--- src/armcrc_pkg.sv ---
// armcrc_pkg: shared types, constants and helper functions for the radix-64 armor decoder
// no dependencies; imported by every module of the block
package armcrc_pkg;

	localparam logic [23:0] CRC_INIT = 24'hB704CE;
	localparam logic [24:0] CRC_POLY = 25'h1864CFB;
	localparam logic [15:0] TOTAL_MAX = 16'hFFFF;

	localparam int QDEPTH = 4;
	localparam int QAW = $clog2(QDEPTH);

	localparam logic [7:0] CH_NUL = 8'h00;
	localparam logic [7:0] CH_TAB = 8'h09;
	localparam logic [7:0] CH_LF = 8'h0A;
	localparam logic [7:0] CH_CR = 8'h0D;
	localparam logic [7:0] CH_SPACE = 8'h20;
	localparam logic [7:0] CH_PLUS = 8'h2B;
	localparam logic [7:0] CH_SLASH = 8'h2F;
	localparam logic [7:0] CH_EQ = 8'h3D;

	typedef enum logic [1:0] {
		PH_BODY = 2'd0,
		PH_WAIT = 2'd1,
		PH_SUM = 2'd2
	} phase_t;

	typedef enum logic [1:0] {
		RK_DATA = 2'd0,
		RK_GOOD = 2'd1,
		RK_BAD = 2'd2,
		RK_MALFORMED = 2'd3
	} res_kind_t;

	typedef enum logic [1:0] {
		JOB_BYTES = 2'd0,
		JOB_CHECK = 2'd1,
		JOB_ABORT = 2'd2
	} job_kind_t;

	// one entry of the queue between front and back
	typedef struct packed {
		job_kind_t kind;
		logic [1:0] count;
		logic [23:0] bits;
	} job_t;

	typedef struct packed {
		logic ok;
		logic pad;
		logic [5:0] val;
	} sym_t;

	function automatic sym_t sym_decode(input logic [7:0] c);
		sym_t s;
		s = '{ok: 1'b1, pad: 1'b0, val: 6'd0};
		if (c >= 8'h41 && c <= 8'h5A) begin
			s.val = 6'(c - 8'h41);
		end else if (c >= 8'h61 && c <= 8'h7A) begin
			s.val = 6'(c - 8'h61 + 8'd26);
		end else if (c >= 8'h30 && c <= 8'h39) begin
			s.val = 6'(c - 8'h30 + 8'd52);
		end else if (c == CH_PLUS) begin
			s.val = 6'd62;
		end else if (c == CH_SLASH) begin
			s.val = 6'd63;
		end else if (c == CH_EQ) begin
			s.pad = 1'b1;
		end else begin
			s.ok = 1'b0;
		end
		return s;
	endfunction

	function automatic logic [23:0] crc_byte(input logic [23:0] crc, input logic [7:0] b);
		logic [24:0] r;
		r = {1'b0, crc ^ {b, 16'h0000}};
		for (int k = 0; k < 8; k++) begin
			r = {r[23:0], 1'b0};
			if (r[24]) begin
				r = r ^ CRC_POLY;
			end
		end
		return r[23:0];
	endfunction

endpackage

--- src/armcrc_front.sv ---
// armcrc_front: character classifier and quantum assembler
// depends on armcrc_pkg; emits at most one job per character into the job queue
module armcrc_front (
	input logic clk,
	input logic arst_n,
	input logic take,
	input logic [7:0] char_code,
	output logic job_push,
	output armcrc_pkg::job_t job
);
	import armcrc_pkg::*;

	phase_t phase_q, phase_n;
	logic [23:0] qbits_q, qbits_n;
	logic [1:0] idx_q, idx_n;
	logic [1:0] pad_q, pad_n;

	sym_t sym;
	logic [1:0] pad_inc;
	logic [23:0] qshift;
	logic is_space;

	always_ff @(posedge clk or negedge arst_n) begin
		if (!arst_n) begin
			phase_q <= PH_BODY;
			qbits_q <= '0;
			idx_q <= '0;
			pad_q <= '0;
		end else if (take) begin
			phase_q <= phase_n;
			qbits_q <= qbits_n;
			idx_q <= idx_n;
			pad_q <= pad_n;
		end
	end

	always_comb begin
		sym = sym_decode(char_code);
		is_space = (char_code == CH_SPACE) || (char_code == CH_TAB) ||
			(char_code == CH_LF) || (char_code == CH_CR);
		// pads only count in the body, and never past three
		pad_inc = (sym.pad && phase_q != PH_SUM && pad_q != 2'd3) ? pad_q + 2'd1 : pad_q;
		qshift = {qbits_q[17:0], sym.pad ? 6'd0 : sym.val};

		phase_n = phase_q;
		qbits_n = qbits_q;
		idx_n = idx_q;
		pad_n = pad_q;
		job_push = 1'b0;
		job = '{kind: JOB_BYTES, count: 2'd0, bits: 24'd0};

		if (char_code == CH_NUL) begin
			job_push = take;
			job.kind = JOB_ABORT;
			phase_n = PH_BODY;
			qbits_n = '0;
			idx_n = '0;
			pad_n = '0;
		end else if (phase_q == PH_WAIT) begin
			if (char_code == CH_EQ) begin
				phase_n = PH_SUM;
				qbits_n = '0;
				idx_n = '0;
				pad_n = '0;
			end else if (!is_space) begin
				job_push = take;
				job.kind = JOB_ABORT;
				phase_n = PH_BODY;
				qbits_n = '0;
				idx_n = '0;
				pad_n = '0;
			end
		end else if (sym.ok) begin
			if (sym.pad && idx_q == 2'd0) begin
				if (phase_q == PH_SUM) begin
					// pad as first checksum symbol: checksum value zero
					job_push = take;
					job.kind = JOB_CHECK;
					phase_n = PH_BODY;
					qbits_n = '0;
					pad_n = '0;
				end else begin
					phase_n = PH_SUM;
					qbits_n = '0;
					pad_n = '0;
				end
			end else if (idx_q != 2'd3) begin
				qbits_n = qshift;
				idx_n = idx_q + 2'd1;
				pad_n = pad_inc;
			end else begin
				idx_n = '0;
				qbits_n = '0;
				pad_n = '0;
				if (phase_q == PH_SUM) begin
					job_push = take;
					job.kind = JOB_CHECK;
					job.bits = qshift;
					phase_n = PH_BODY;
				end else begin
					job_push = take && (pad_inc != 2'd3);
					job.kind = JOB_BYTES;
					job.count = 2'd3 - pad_inc;
					job.bits = qshift;
					if (pad_inc != 2'd0) begin
						phase_n = PH_WAIT;
					end
				end
			end
		end
	end

endmodule

--- src/armcrc_queue.sv ---
// armcrc_queue: small job queue between front and back
// depends on armcrc_pkg for the job type and depth
module armcrc_queue (
	input logic clk,
	input logic arst_n,
	input logic wr_en,
	input armcrc_pkg::job_t wr_job,
	output logic full,
	input logic rd_en,
	output logic rd_valid,
	output armcrc_pkg::job_t rd_job
);
	import armcrc_pkg::*;

	job_t slots_q [QDEPTH];
	logic [QAW-1:0] wptr_q;
	logic [QAW-1:0] rptr_q;
	logic [QAW:0] count_q;

	always_ff @(posedge clk) begin
		if (wr_en) begin
			slots_q[wptr_q] <= wr_job;
		end
	end

	always_ff @(posedge clk or negedge arst_n) begin
		if (!arst_n) begin
			wptr_q <= '0;
			rptr_q <= '0;
			count_q <= '0;
		end else begin
			if (wr_en) begin
				wptr_q <= wptr_q + 1'b1;
			end
			if (rd_en) begin
				rptr_q <= rptr_q + 1'b1;
			end
			count_q <= count_q + (QAW+1)'(wr_en) - (QAW+1)'(rd_en);
		end
	end

	assign full = (count_q == (QAW+1)'(QDEPTH));
	assign rd_valid = (count_q != '0);
	assign rd_job = slots_q[rptr_q];

endmodule

--- src/armcrc_back.sv ---
// armcrc_back: executes jobs, one result per cycle while results are popped, with crc-24 and byte count
// depends on armcrc_pkg; drives the registered result ports
module armcrc_back (
	input logic clk,
	input logic arst_n,
	input logic job_valid,
	input armcrc_pkg::job_t job,
	output logic job_done,
	output logic empty,
	input logic pop,
	output logic [1:0] result_kind,
	output logic [7:0] data_byte,
	output logic [15:0] decoded_total,
	output logic last_of_run
);
	import armcrc_pkg::*;

	logic [23:0] crc_q;
	logic [15:0] total_q;
	logic [1:0] k_q;
	logic out_valid_q;
	res_kind_t kind_q;
	logic [7:0] byte_q;
	logic [15:0] ototal_q;
	logic olast_q;

	logic load;
	logic [7:0] cur_byte;
	logic [15:0] total_inc;
	logic byte_last;

	assign load = job_valid && (!out_valid_q || pop);

	always_comb begin
		case (k_q)
			2'd0: cur_byte = job.bits[23:16];
			2'd1: cur_byte = job.bits[15:8];
			default: cur_byte = job.bits[7:0];
		endcase
		total_inc = (total_q != TOTAL_MAX) ? total_q + 16'd1 : total_q;
		byte_last = (k_q == job.count - 2'd1);
		job_done = load && ((job.kind != JOB_BYTES) || byte_last);
	end

	always_ff @(posedge clk or negedge arst_n) begin
		if (!arst_n) begin
			crc_q <= CRC_INIT;
			total_q <= '0;
			k_q <= '0;
			out_valid_q <= 1'b0;
		end else begin
			if (load) begin
				out_valid_q <= 1'b1;
			end else if (pop) begin
				out_valid_q <= 1'b0;
			end
			if (load) begin
				if (job.kind == JOB_BYTES) begin
					crc_q <= crc_byte(crc_q, cur_byte);
					total_q <= total_inc;
					k_q <= byte_last ? 2'd0 : k_q + 2'd1;
				end else begin
					// status ends the message: back to the initial crc and count
					crc_q <= CRC_INIT;
					total_q <= '0;
					k_q <= '0;
				end
			end
		end
	end

	always_ff @(posedge clk) begin
		if (load) begin
			case (job.kind)
				JOB_BYTES: begin
					kind_q <= RK_DATA;
					byte_q <= cur_byte;
					ototal_q <= total_inc;
					olast_q <= byte_last;
				end
				JOB_CHECK: begin
					kind_q <= (job.bits == crc_q) ? RK_GOOD : RK_BAD;
					byte_q <= '0;
					ototal_q <= total_q;
					olast_q <= 1'b1;
				end
				default: begin
					kind_q <= RK_MALFORMED;
					byte_q <= '0;
					ototal_q <= total_q;
					olast_q <= 1'b1;
				end
			endcase
		end
	end

	assign empty = !out_valid_q;
	assign result_kind = kind_q;
	assign data_byte = byte_q;
	assign decoded_total = ototal_q;
	assign last_of_run = olast_q;

endmodule

--- src/armor_radix64_crc24_decoder.sv ---
// armor_radix64_crc24_decoder: top level of the radix-64 armor body decoder
// depends on armcrc_pkg, armcrc_front, armcrc_queue and armcrc_back
//
// input side is a queue: a character is taken on a clock edge with push high
// and full low. result side is a queue: while empty is low the oldest result
// is on result_kind, data_byte, decoded_total and last_of_run, and it leaves
// on an edge with pop high.
// the front takes one character per cycle while full is low, assembles four-symbol
// quanta and writes at most one job per character into a four-entry job queue. the
// back turns each job into results at one per cycle while results are popped: a full
// quantum gives up to three data bytes, each one run through crc-24.
// with the back idle, a character's job enters the job queue on the edge that takes
// it, and the back loads the first result from the queue head into its output
// register. sustained input rate is one character per cycle while quanta arrive
// no faster than the back drains them; a quantum of four symbols never gives more
// than three results, so plain body text streams without stalls on the input.
// when pop stays low the output register holds, the job queue fills and full
// rises; nothing is dropped. after reset the block is in body decoding with
// crc 0xb704ce and a zero byte count, and it returns there after every
// checksum or malformed status.
module armor_radix64_crc24_decoder (
	input logic clk,
	input logic arst_n,
	input logic push,
	output logic full,
	input logic [7:0] char_code,
	output logic empty,
	input logic pop,
	output logic [1:0] result_kind,
	output logic [7:0] data_byte,
	output logic [15:0] decoded_total,
	output logic last_of_run
);
	import armcrc_pkg::*;

	logic take;
	logic job_push;
	job_t job_in;
	logic job_valid;
	job_t job_head;
	logic job_done;

	assign take = push && !full;

	armcrc_front u_front (
		.clk(clk),
		.arst_n(arst_n),
		.take(take),
		.char_code(char_code),
		.job_push(job_push),
		.job(job_in)
	);

	armcrc_queue u_queue (
		.clk(clk),
		.arst_n(arst_n),
		.wr_en(job_push),
		.wr_job(job_in),
		.full(full),
		.rd_en(job_done),
		.rd_valid(job_valid),
		.rd_job(job_head)
	);

	armcrc_back u_back (
		.clk(clk),
		.arst_n(arst_n),
		.job_valid(job_valid),
		.job(job_head),
		.job_done(job_done),
		.empty(empty),
		.pop(pop),
		.result_kind(result_kind),
		.data_byte(data_byte),
		.decoded_total(decoded_total),
		.last_of_run(last_of_run)
	);

endmodule

--- config.mk ---
export PLATFORM = sky130hd
export DESIGN_NAME = armor_radix64_crc24_decoder
export DESIGN_NICKNAME = d
export VERILOG_FILES = /design/src/armcrc_pkg.sv /design/src/armcrc_front.sv /design/src/armcrc_queue.sv /design/src/armcrc_back.sv /design/src/armor_radix64_crc24_decoder.sv
export SDC_FILE = /design/constraint.sdc
export NUM_CORES = 1
export LEC_CHECK = 0
export ABC_AREA = 1
export ABC_CLOCK_PERIOD_IN_PS = 5800
export BUFFER_PORTS_ARGS = -buffer_cell sky130_fd_sc_hd__buf_2
export CAP_MARGIN = 15
export CORE_ASPECT_RATIO = 1.25
export CORE_MARGIN = 2
export CORE_UTILIZATION = 50
export DETAILED_ROUTE_END_ITERATION = 16
export PLACE_DENSITY = 0.67
export SLEW_MARGIN = 0
export SYNTH_ARGS = -nofsm -noshare
export SYNTH_HDL_FRONTEND = slang
export SYNTH_SLANG_ARGS = --single-unit
--- constraint.sdc ---
create_clock -name clk -period 5.8 [get_ports clk]
set_input_delay 1.45 -clock clk [delete_from_list [all_inputs] [get_ports clk]]
set_output_delay 1.45 -clock clk [all_outputs]
set_load 0.05 [all_outputs]
==> results by group, run 1 <==
Status
  – Status: complete, no violations

Setup path
  – FF-to-FF path depth: 16
  – Required @ worst endpoint: 5.95 ns
  – Setup CP Type: input port to register
  – Setup crit end kind: register
  – Worst setup SP type: input port
  – R2r endpoint: u_queue.count_q[2]
  – Reg-to-reg slack, setup: 2.17 ns
  – Worst Path Arrival: 4.44 ns
  – FF-to-FF Start: u_queue.rptr_q[1]
  – Crit Path Max Fanout: 28

STA
  – Clock skew: 0.0126 ns
  – Setup_tns: 0 ns
  – FMAX: 0.233 GHz
  – Final worst-path cycle share: 73.9%
  – Final Max Tran Viols: 0
  – Setup violators final: 0
  – Max-slew headroom: 46.5%
  – Hold violation count in the final report: 0
  – RSZ-0062 raised after global routing: false
  – Min cycle time layout: 4.28 ns
  – Slew @ Worst Pin: 0.801 ns

Clock network
  – CTS H-tree depth: 1
  – TritonCTS clock tree: done
  – Clock sinks: 213
  – Worst skew pair latency: 0.51 ns
  – CTS Buf Count: 22
  – Post-CTS setup buffer count: 0
  – CTS Hold Buffers Added: 0
  – Reg clk slew, reported paths: 0.06 ns
  – Root buffer cell: clkbuf_16
  – CTS Buffer Depth: 3
  – Post_cts resized: 0

Route
  – Detail Route met3 WL: 857 um
  – Metal-1 WL: 10,500 um
  – Drt wl/cell: 16.4 um
  – Routed length on met2: 12,500 um
  – Drc violations: 0
  – Pre-antenna DRT Iters: 5
  – Top Metal Used: met4
  – DRT iter0 DRCs: 614
  – Final wirelength: 24,500 um
  – Routed Antenna Nets: 0
  – Vias per cell: 5.28
  – Vias after detailed routing: 7,906

Layout
  – Fillers: 1,863
  – Multi-input gate area: 4270 um^2
  – ANT cells: 0
  – FF/Latch Area: 6040 um^2
  – Fraction of layout cells with a size suffix above 1: 12.8%
  – Final Net Count: 1,236
  – Synth-to-Final Area Change: 10.7%

Hold path
  – Worst Hold Endpoint: u_back.total_q[7]
  – Hold Startpoint: u_back.total_q[7]
  – Hold/Removal Path Class: register to register
  – Hold Path Cell Cnt: 2

Synth
  – Post-synth EDFFs: 139
  – Synth Warn #: 0
  – FFs w/ async S/R, synth: 34.7%
  – Synth top area share: 37.7%
  – Top post-synthesis cells by area: edfxtp_1, dfrtp_1, nand2_1, nand3_1, inv_1
  – Yosys reg bits: 213
  – Post-synthesis sequential area ratio: 54.6%
  – Synth Cell Area: 11,100 um^2
  – Post-synth cell types: 51
  – Largest area contributor in the netlist: edfxtp_1
  – Post-Synthesis Cells: 1,159
  – Syn Area/Cell: 9.55 um^2
  – Syn_nets: 1,193
  – Ys flop type: edfxtp_1

Placement
  – Port Buf Inserts: 40
  – GP Congestion: 0.910
  – Detailed Place HPWL: 17,200 um

Floorplanning
  – CORE AREA: 21,600 um^2
  – Die Y-Extent: 170 um
  – Die area: 23,300 um^2
  – Initial Util: 51.2%
  – FP Rows: 60
  – Die width: 137 um
  – IO Pins: 41

Global route
  – Largest net degree at the start of global routing: 58
  – First-pass GRT wire length: 39,700 um
  – Tot GR Track Use: 21.6%
  – Antenna violations before repair: 0
  – Vias in the first global route: 7,590
  – Total gr overflow: 0

Flow run
  – Max-Cap Viols: 0
==> worst max-delay path, stage by stage <==
cell and delay, ns:
buf_2 0.14, inv_1 0.19, ha_1 0.24, inv_1 0.08
o21ai_0 0.14, a21oi_1 0.12, nor2_1 0.21, nand2_1 0.52
inv_1 0.32, o2111ai_1 0.14, nand2_1 0.20, inv_1 0.15
nor2_2 0.10, buf_4 0.38
==> synth_stat cells (all sizes together) (7+ instances only) <==
master and n:
nand2 268, inv 152, edfxtp 139, nand3 123, o21ai 91, nor2 64, xor2 64, dfrtp 62
buf 23, ha 21, o22ai 21, a21oi 19, o211ai 16, nor3 15, clkbuf 13, dfstp 12
or2 11, nand4 7
==> cell usage in the layout (no fill, tap or decap), types with 20 or more instances in the layout <==
cell type	count
nand2_1	254
edfxtp_1	139
clkbuf_16	23
o21ai_0	80
ha_1	21
nor2_1	57
buf_2	39
xor2_1	59
nand3_1	112
inv_1	143
o22ai_1	20
dfrtp_1	62
==> registers in the layout, summed over array words and instances, names as in the netlist, 3 cells and up <==
| name | count |
|---|---|
| u_back.total_q | 16 |
| u_back.decoded_total | 16 |
| u_back.data_byte | 8 |
| u_front.qbits_q | 18 |
| u_back.crc_q | 24 |
| u_queue.count_q | 3 |
| u_queue.slots_q | 112 |
==> kinds of logic (layout without fill, tap and decap cells) <==
logic type | Yosys count | count (layout) | synth area share (%)
adders and majority gates | 22 | 22 | 2.56
AOI/OAI and AO/OA | 170 | 170 | 9.34
and+or+nand+nor | 496 | 496 | 20.1
DFF | 213 | 213 | 54.6
buffers and inverters | 188 | 247 | 7.06
xor gates and xnor gates | 70 | 70 | 6.31
==> area by class of cell <==
type                    count  area share [%]
inverters                 152            4.66
well taps                 279            2.85
clock inverters             9           0.633
flip-flops and latches    213            49.3
clock buffers              31            5.11
repair buffers             55            2.57
multi-input cells         758            34.8
==> metrics by stage <==
step	area (um^2)	cells	worst slack [ns]	hold slack [ns]	util [%]
after detailed placement	11500	1457	0.989	0.482	53.4
after floorplan	11100	1159	1.07	0.449	-
after global routing	12200	1497	1.17	0.529	56.6
after global placement	11500	1456	0.555	0.471	53.4
after CTS	12200	1497	1.52	0.497	56.6
final	12200	1497	1.52	0.495	56.6
==> per-layer routing <==
layer | global-route usage [%] | vias to the layer above
met5 | 0 | -
met3 | 2.44 | 40
met2 | 38.4 | 150
li1 | - | 3974
met4 | 6.50 | 0
met1 | 27.6 | 3742
==> worst max path at each step <==
stage / from / endpoint / slack [ns] / cells after the start
finish: char_code[2] / u_queue.slots_q[3][13] / 1.52 / 14
CTS: char_code[2] / u_queue.slots_q[1][6] / 1.52 / 14
global placement: char_code[2] / u_queue.slots_q[0][23] / 0.55 / 17
global route: char_code[2] / u_queue.slots_q[3][14] / 1.17 / 14
floorplan: char_code[3] / u_queue.slots_q[0][0] / 1.07 / 16
detailed placement: char_code[2] / u_queue.slots_q[1][21] / 0.99 / 14
Power of run 1 is not shown: default switching activity piles up to over one toggle a cycle in this logic, so the estimate is an artifact.
==> inputs of run 2 (changes only) <==
Settings changed: ABC_AREA 1 to 0, ABC_CLOCK_PERIOD_IN_PS 5800 to 3600, PLACE_DENSITY 0.67 to 0.69.
Clock period 5.8 ns to 3.6 ns, I/O delays scaled along.
==> results by group, run 2 <==
STA
  – Setup_tns: 0 ns
  – Min cycle time layout: 3.35 ns
  – Setup violators final: 0
  – WHS: 0.460 ns
  – Clock skew: 0.0161 ns
  – RSZ-0062 raised after global routing: false
  – Max-slew headroom: 33.1%
  – Slew @ Worst Pin: 0.999 ns
  – Hold violation count in the final report: 0
  – FMAX: 0.299 GHz
  – Final worst-path cycle share: 93.1%
  – Final Max Tran Viols: 0

Clock network
  – Worst skew pair latency: 0.50 ns
  – CTS H-tree depth: 1
  – CTS Buf Count: 21
  – CTS Buffer Depth: 3
  – TritonCTS clock tree: done
  – Clock sinks: 213
  – Post-CTS setup buffer count: 0
  – Root buffer cell: clkbuf_16
  – Reg clk slew, reported paths: 0.06 ns

Layout
  – Leading cell type in the layout, fill and taps excluded: edfxtp_1
  – FF/Latch Area: 6040 um^2
  – Multi-input gate area: 4290 um^2
  – Final Cell Area: 12,100 um^2
  – Fillers: 1,679
  – Most frequent cells in the layout: edfxtp_1, nand2_1, xnor2_1, dfrtp_1, nor2_1
  – Synth-to-Final Area Change: 14.3%
  – Final Net Count: 969
  – Biggest register: u_queue.slots_q
  – Max reg flops: 112
  – Fraction of layout cells with a size suffix above 1: 19.0%
  – ANT cells: 0
  – Top flop regs: u_queue.slots_q x112, u_back.crc_q x24, u_front.qbits_q x18

Synth
  – Post-Synth Simple-Gate Area: 12.2%
  – Synthesized-area fraction occupied by adder cells: 2.68%
  – Largest family of logic cells by synthesized area: simple AND/OR/NAND/NOR gates
  – Synth top area share: 39.6%
  – Commonest cells post-synth: edfxtp_1, nand2_1, xnor2_1, dfrtp_1, nor2_1
  – Compound-Gate Fraction of Synth Area: 8.48%
  – Synth Area in XOR/XNOR: 9.35%
  – Syn_nets: 894
  – Post-synthesis sequential area ratio: 57.3%
  – Yosys reg bits: 213
  – Post-synth EDFFs: 139
  – Syn Area/Cell: 12.3 um^2
  – Synth Cell Area: 10,500 um^2
  – FFs w/ async S/R, synth: 34.7%
  – Largest area contributor in the netlist: edfxtp_1
  – Top post-synthesis cells by area: edfxtp_1, dfrtp_1, xnor2_1, mux2i_1, mux4_2
  – Post-synth cell types: 67
  – Synth Warn #: 0
  – Mux cell area share after synthesis: 7.47%
  – Post-Synthesis Cells: 860
  – Most frequent cell after synthesis: edfxtp_1
  – Ys flop type: edfxtp_1

Global route
  – Total gr overflow: 0
  – Antenna violations before repair: 0
  – Tot GR Track Use: 19.9%
  – Vias in the first global route: 6,727
  – Largest net degree at the start of global routing: 59
  – First-pass GRT wire length: 35,300 um

Route
  – Vias after detailed routing: 6,693
  – Routed Antenna Nets: 0
  – Drt wl/cell: 17.6 um
  – Pre-antenna DRT Iters: 5
  – Drc violations: 0
  – Vias per cell: 5.47
  – Final wirelength: 21,500 um
  – DRT iter0 DRCs: 448

Pwr
  – Leak Pwr: 4.71 nW
  – PnR Total Power: 13.3 mW
  – Worst vdd ir: 0.000942 V
  – Pwr Density: 1100 nW/um^2

Setup path
  – Worst setup SP type: register
  – Crit Path Max Fanout: 24
  – R2r endpoint: u_back.crc_q[17]
  – Reg-to-reg slack, setup: 0.25 ns
  – FF-to-FF path depth: 8
  – Setup crit end kind: register
  – Setup CP Type: register to register
  – Required @ worst endpoint: 4.03 ns
  – FF-to-FF Start: u_queue.rptr_q[0]
  – Worst Path Arrival: 3.78 ns

Status
  – Status: complete, no violations

Hold path
  – Hold Path Cell Cnt: 2
  – Hold Startpoint: u_front.qbits_q[13]
  – Worst Hold Endpoint: u_front.qbits_q[13]
  – Hold/Removal Path Class: register to register

Placement
  – GP Congestion: 0.857
  – Detailed Place HPWL: 15,300 um
  – Port Buf Inserts: 40
  – Post-DP Area: 11,400 um^2

Floorplanning
  – Die width: 134 um
  – Initial Util: 50.9%
  – IO Pins: 41
  – Die area: 22,300 um^2
  – CORE AREA: 20,700 um^2
  – FP Rows: 59
  – Die Y-Extent: 166 um

Flow run
  – Max-Cap Viols: 0
==> run 2: cell types whose count changed after synthesis, moves of 15 or more <==
cell / previous run / this run
nand2_1: 254 / 87
inv_1: 143 / 24
nand3_1: 112 / 29
xnor2_1: 5 / 68
o21ai_0: 80 / 33
xor2_1: 59 / 22
mux2i_1: 0 / 36
a21oi_1: 19 / 42
and2_1: 1 / 23
mux4_2: 0 / 15
==> run 2: cell families (layout without fill, tap and decap cells) <==
kind of cell | after synthesis | in the layout
AND/OR/NAND/NOR | 266 | 266
flip-flops | 213 | 213
AO/OA/AOI/OAI | 139 | 139
XOR/XNOR | 100 | 100
buffers and inverters | 61 | 150
multiplexers | 59 | 59
adder cells (fa/ha/maj) | 22 | 22
==> run 2: critical path, cell delays in order, from the launching register on <==
cell	delay, ns
dfrtp_1	0.43
buf_12	0.22
mux4_2	0.60
a211oi_2	0.33
xnor2_2	0.19
xor3_1	0.56
xnor3_2	0.32
xnor3_1	0.44
o22a_1	0.17
==> run 2: cell type report <==
cell class | instances | area share [%]
repair buffers | 88 | 5.29
inverters | 25 | 0.778
well taps | 274 | 2.84
clock buffers | 24 | 4.45
multi-input cells | 586 | 35.5
flip-flops and latches | 213 | 50.1
clock inverters | 13 | 1.01
==> run 2: how the worst max path moves through the flow <==
stage                      start                      to  slack (ns)  depth (start not counted)
2_1_floorplan       char_code[4]      u_queue.count_q[2]        0.01                         13
3_3_place_gp        char_code[2]  u_queue.slots_q[1][18]       -0.29                         11
3_5_place_dp        char_code[1]   u_queue.slots_q[1][8]       -0.23                         12
4_1_cts        u_queue.rptr_q[0]      u_queue.count_q[2]        0.23                         13
5_1_grt        u_queue.rptr_q[0]        u_back.crc_q[17]        0.13                          8
6_report       u_queue.rptr_q[0]        u_back.crc_q[17]        0.25                          8
==> run 2: routing by layer <==
metal	track usage, %	vias up	wire length [um]
li1	-	3269	-
met1	25.6	3287	9190
met2	35.5	115	11300
met3	2.47	22	658
met4	5.04	0	300
met5	0	-	0
==> run 2: repair_timing <==
item | 4_1_cts | 5_1_grt
hold buffers | 0 | 0
endpoints found under the setup margin | 0 | 6
gates resized for setup | 0 | 2
==> run 2: metrics by stage <==
stage / worst slack, ns / utilization [%] / cells
5_1_grt: 0.133 / 58.1 / 1223
3_5_place_dp: -0.232 / 54.9 / 1186
4_1_cts: 0.229 / 58.1 / 1223
2_1_floorplan: 0.0118 / - / 860
6_report: 0.250 / 58.1 / 1223
3_3_place_gp: -0.290 / 54.9 / 1185
==> run 2: where the power goes <==
part | total (mW) | internal [mW] | switching (mW)
Combinational | 7.84 | 3.77 | 4.07
Clock | 2.11 | 1.22 | 0.894
Sequential | 3.33 | 3.07 | 0.258
(Power assumes the default switching activity.)
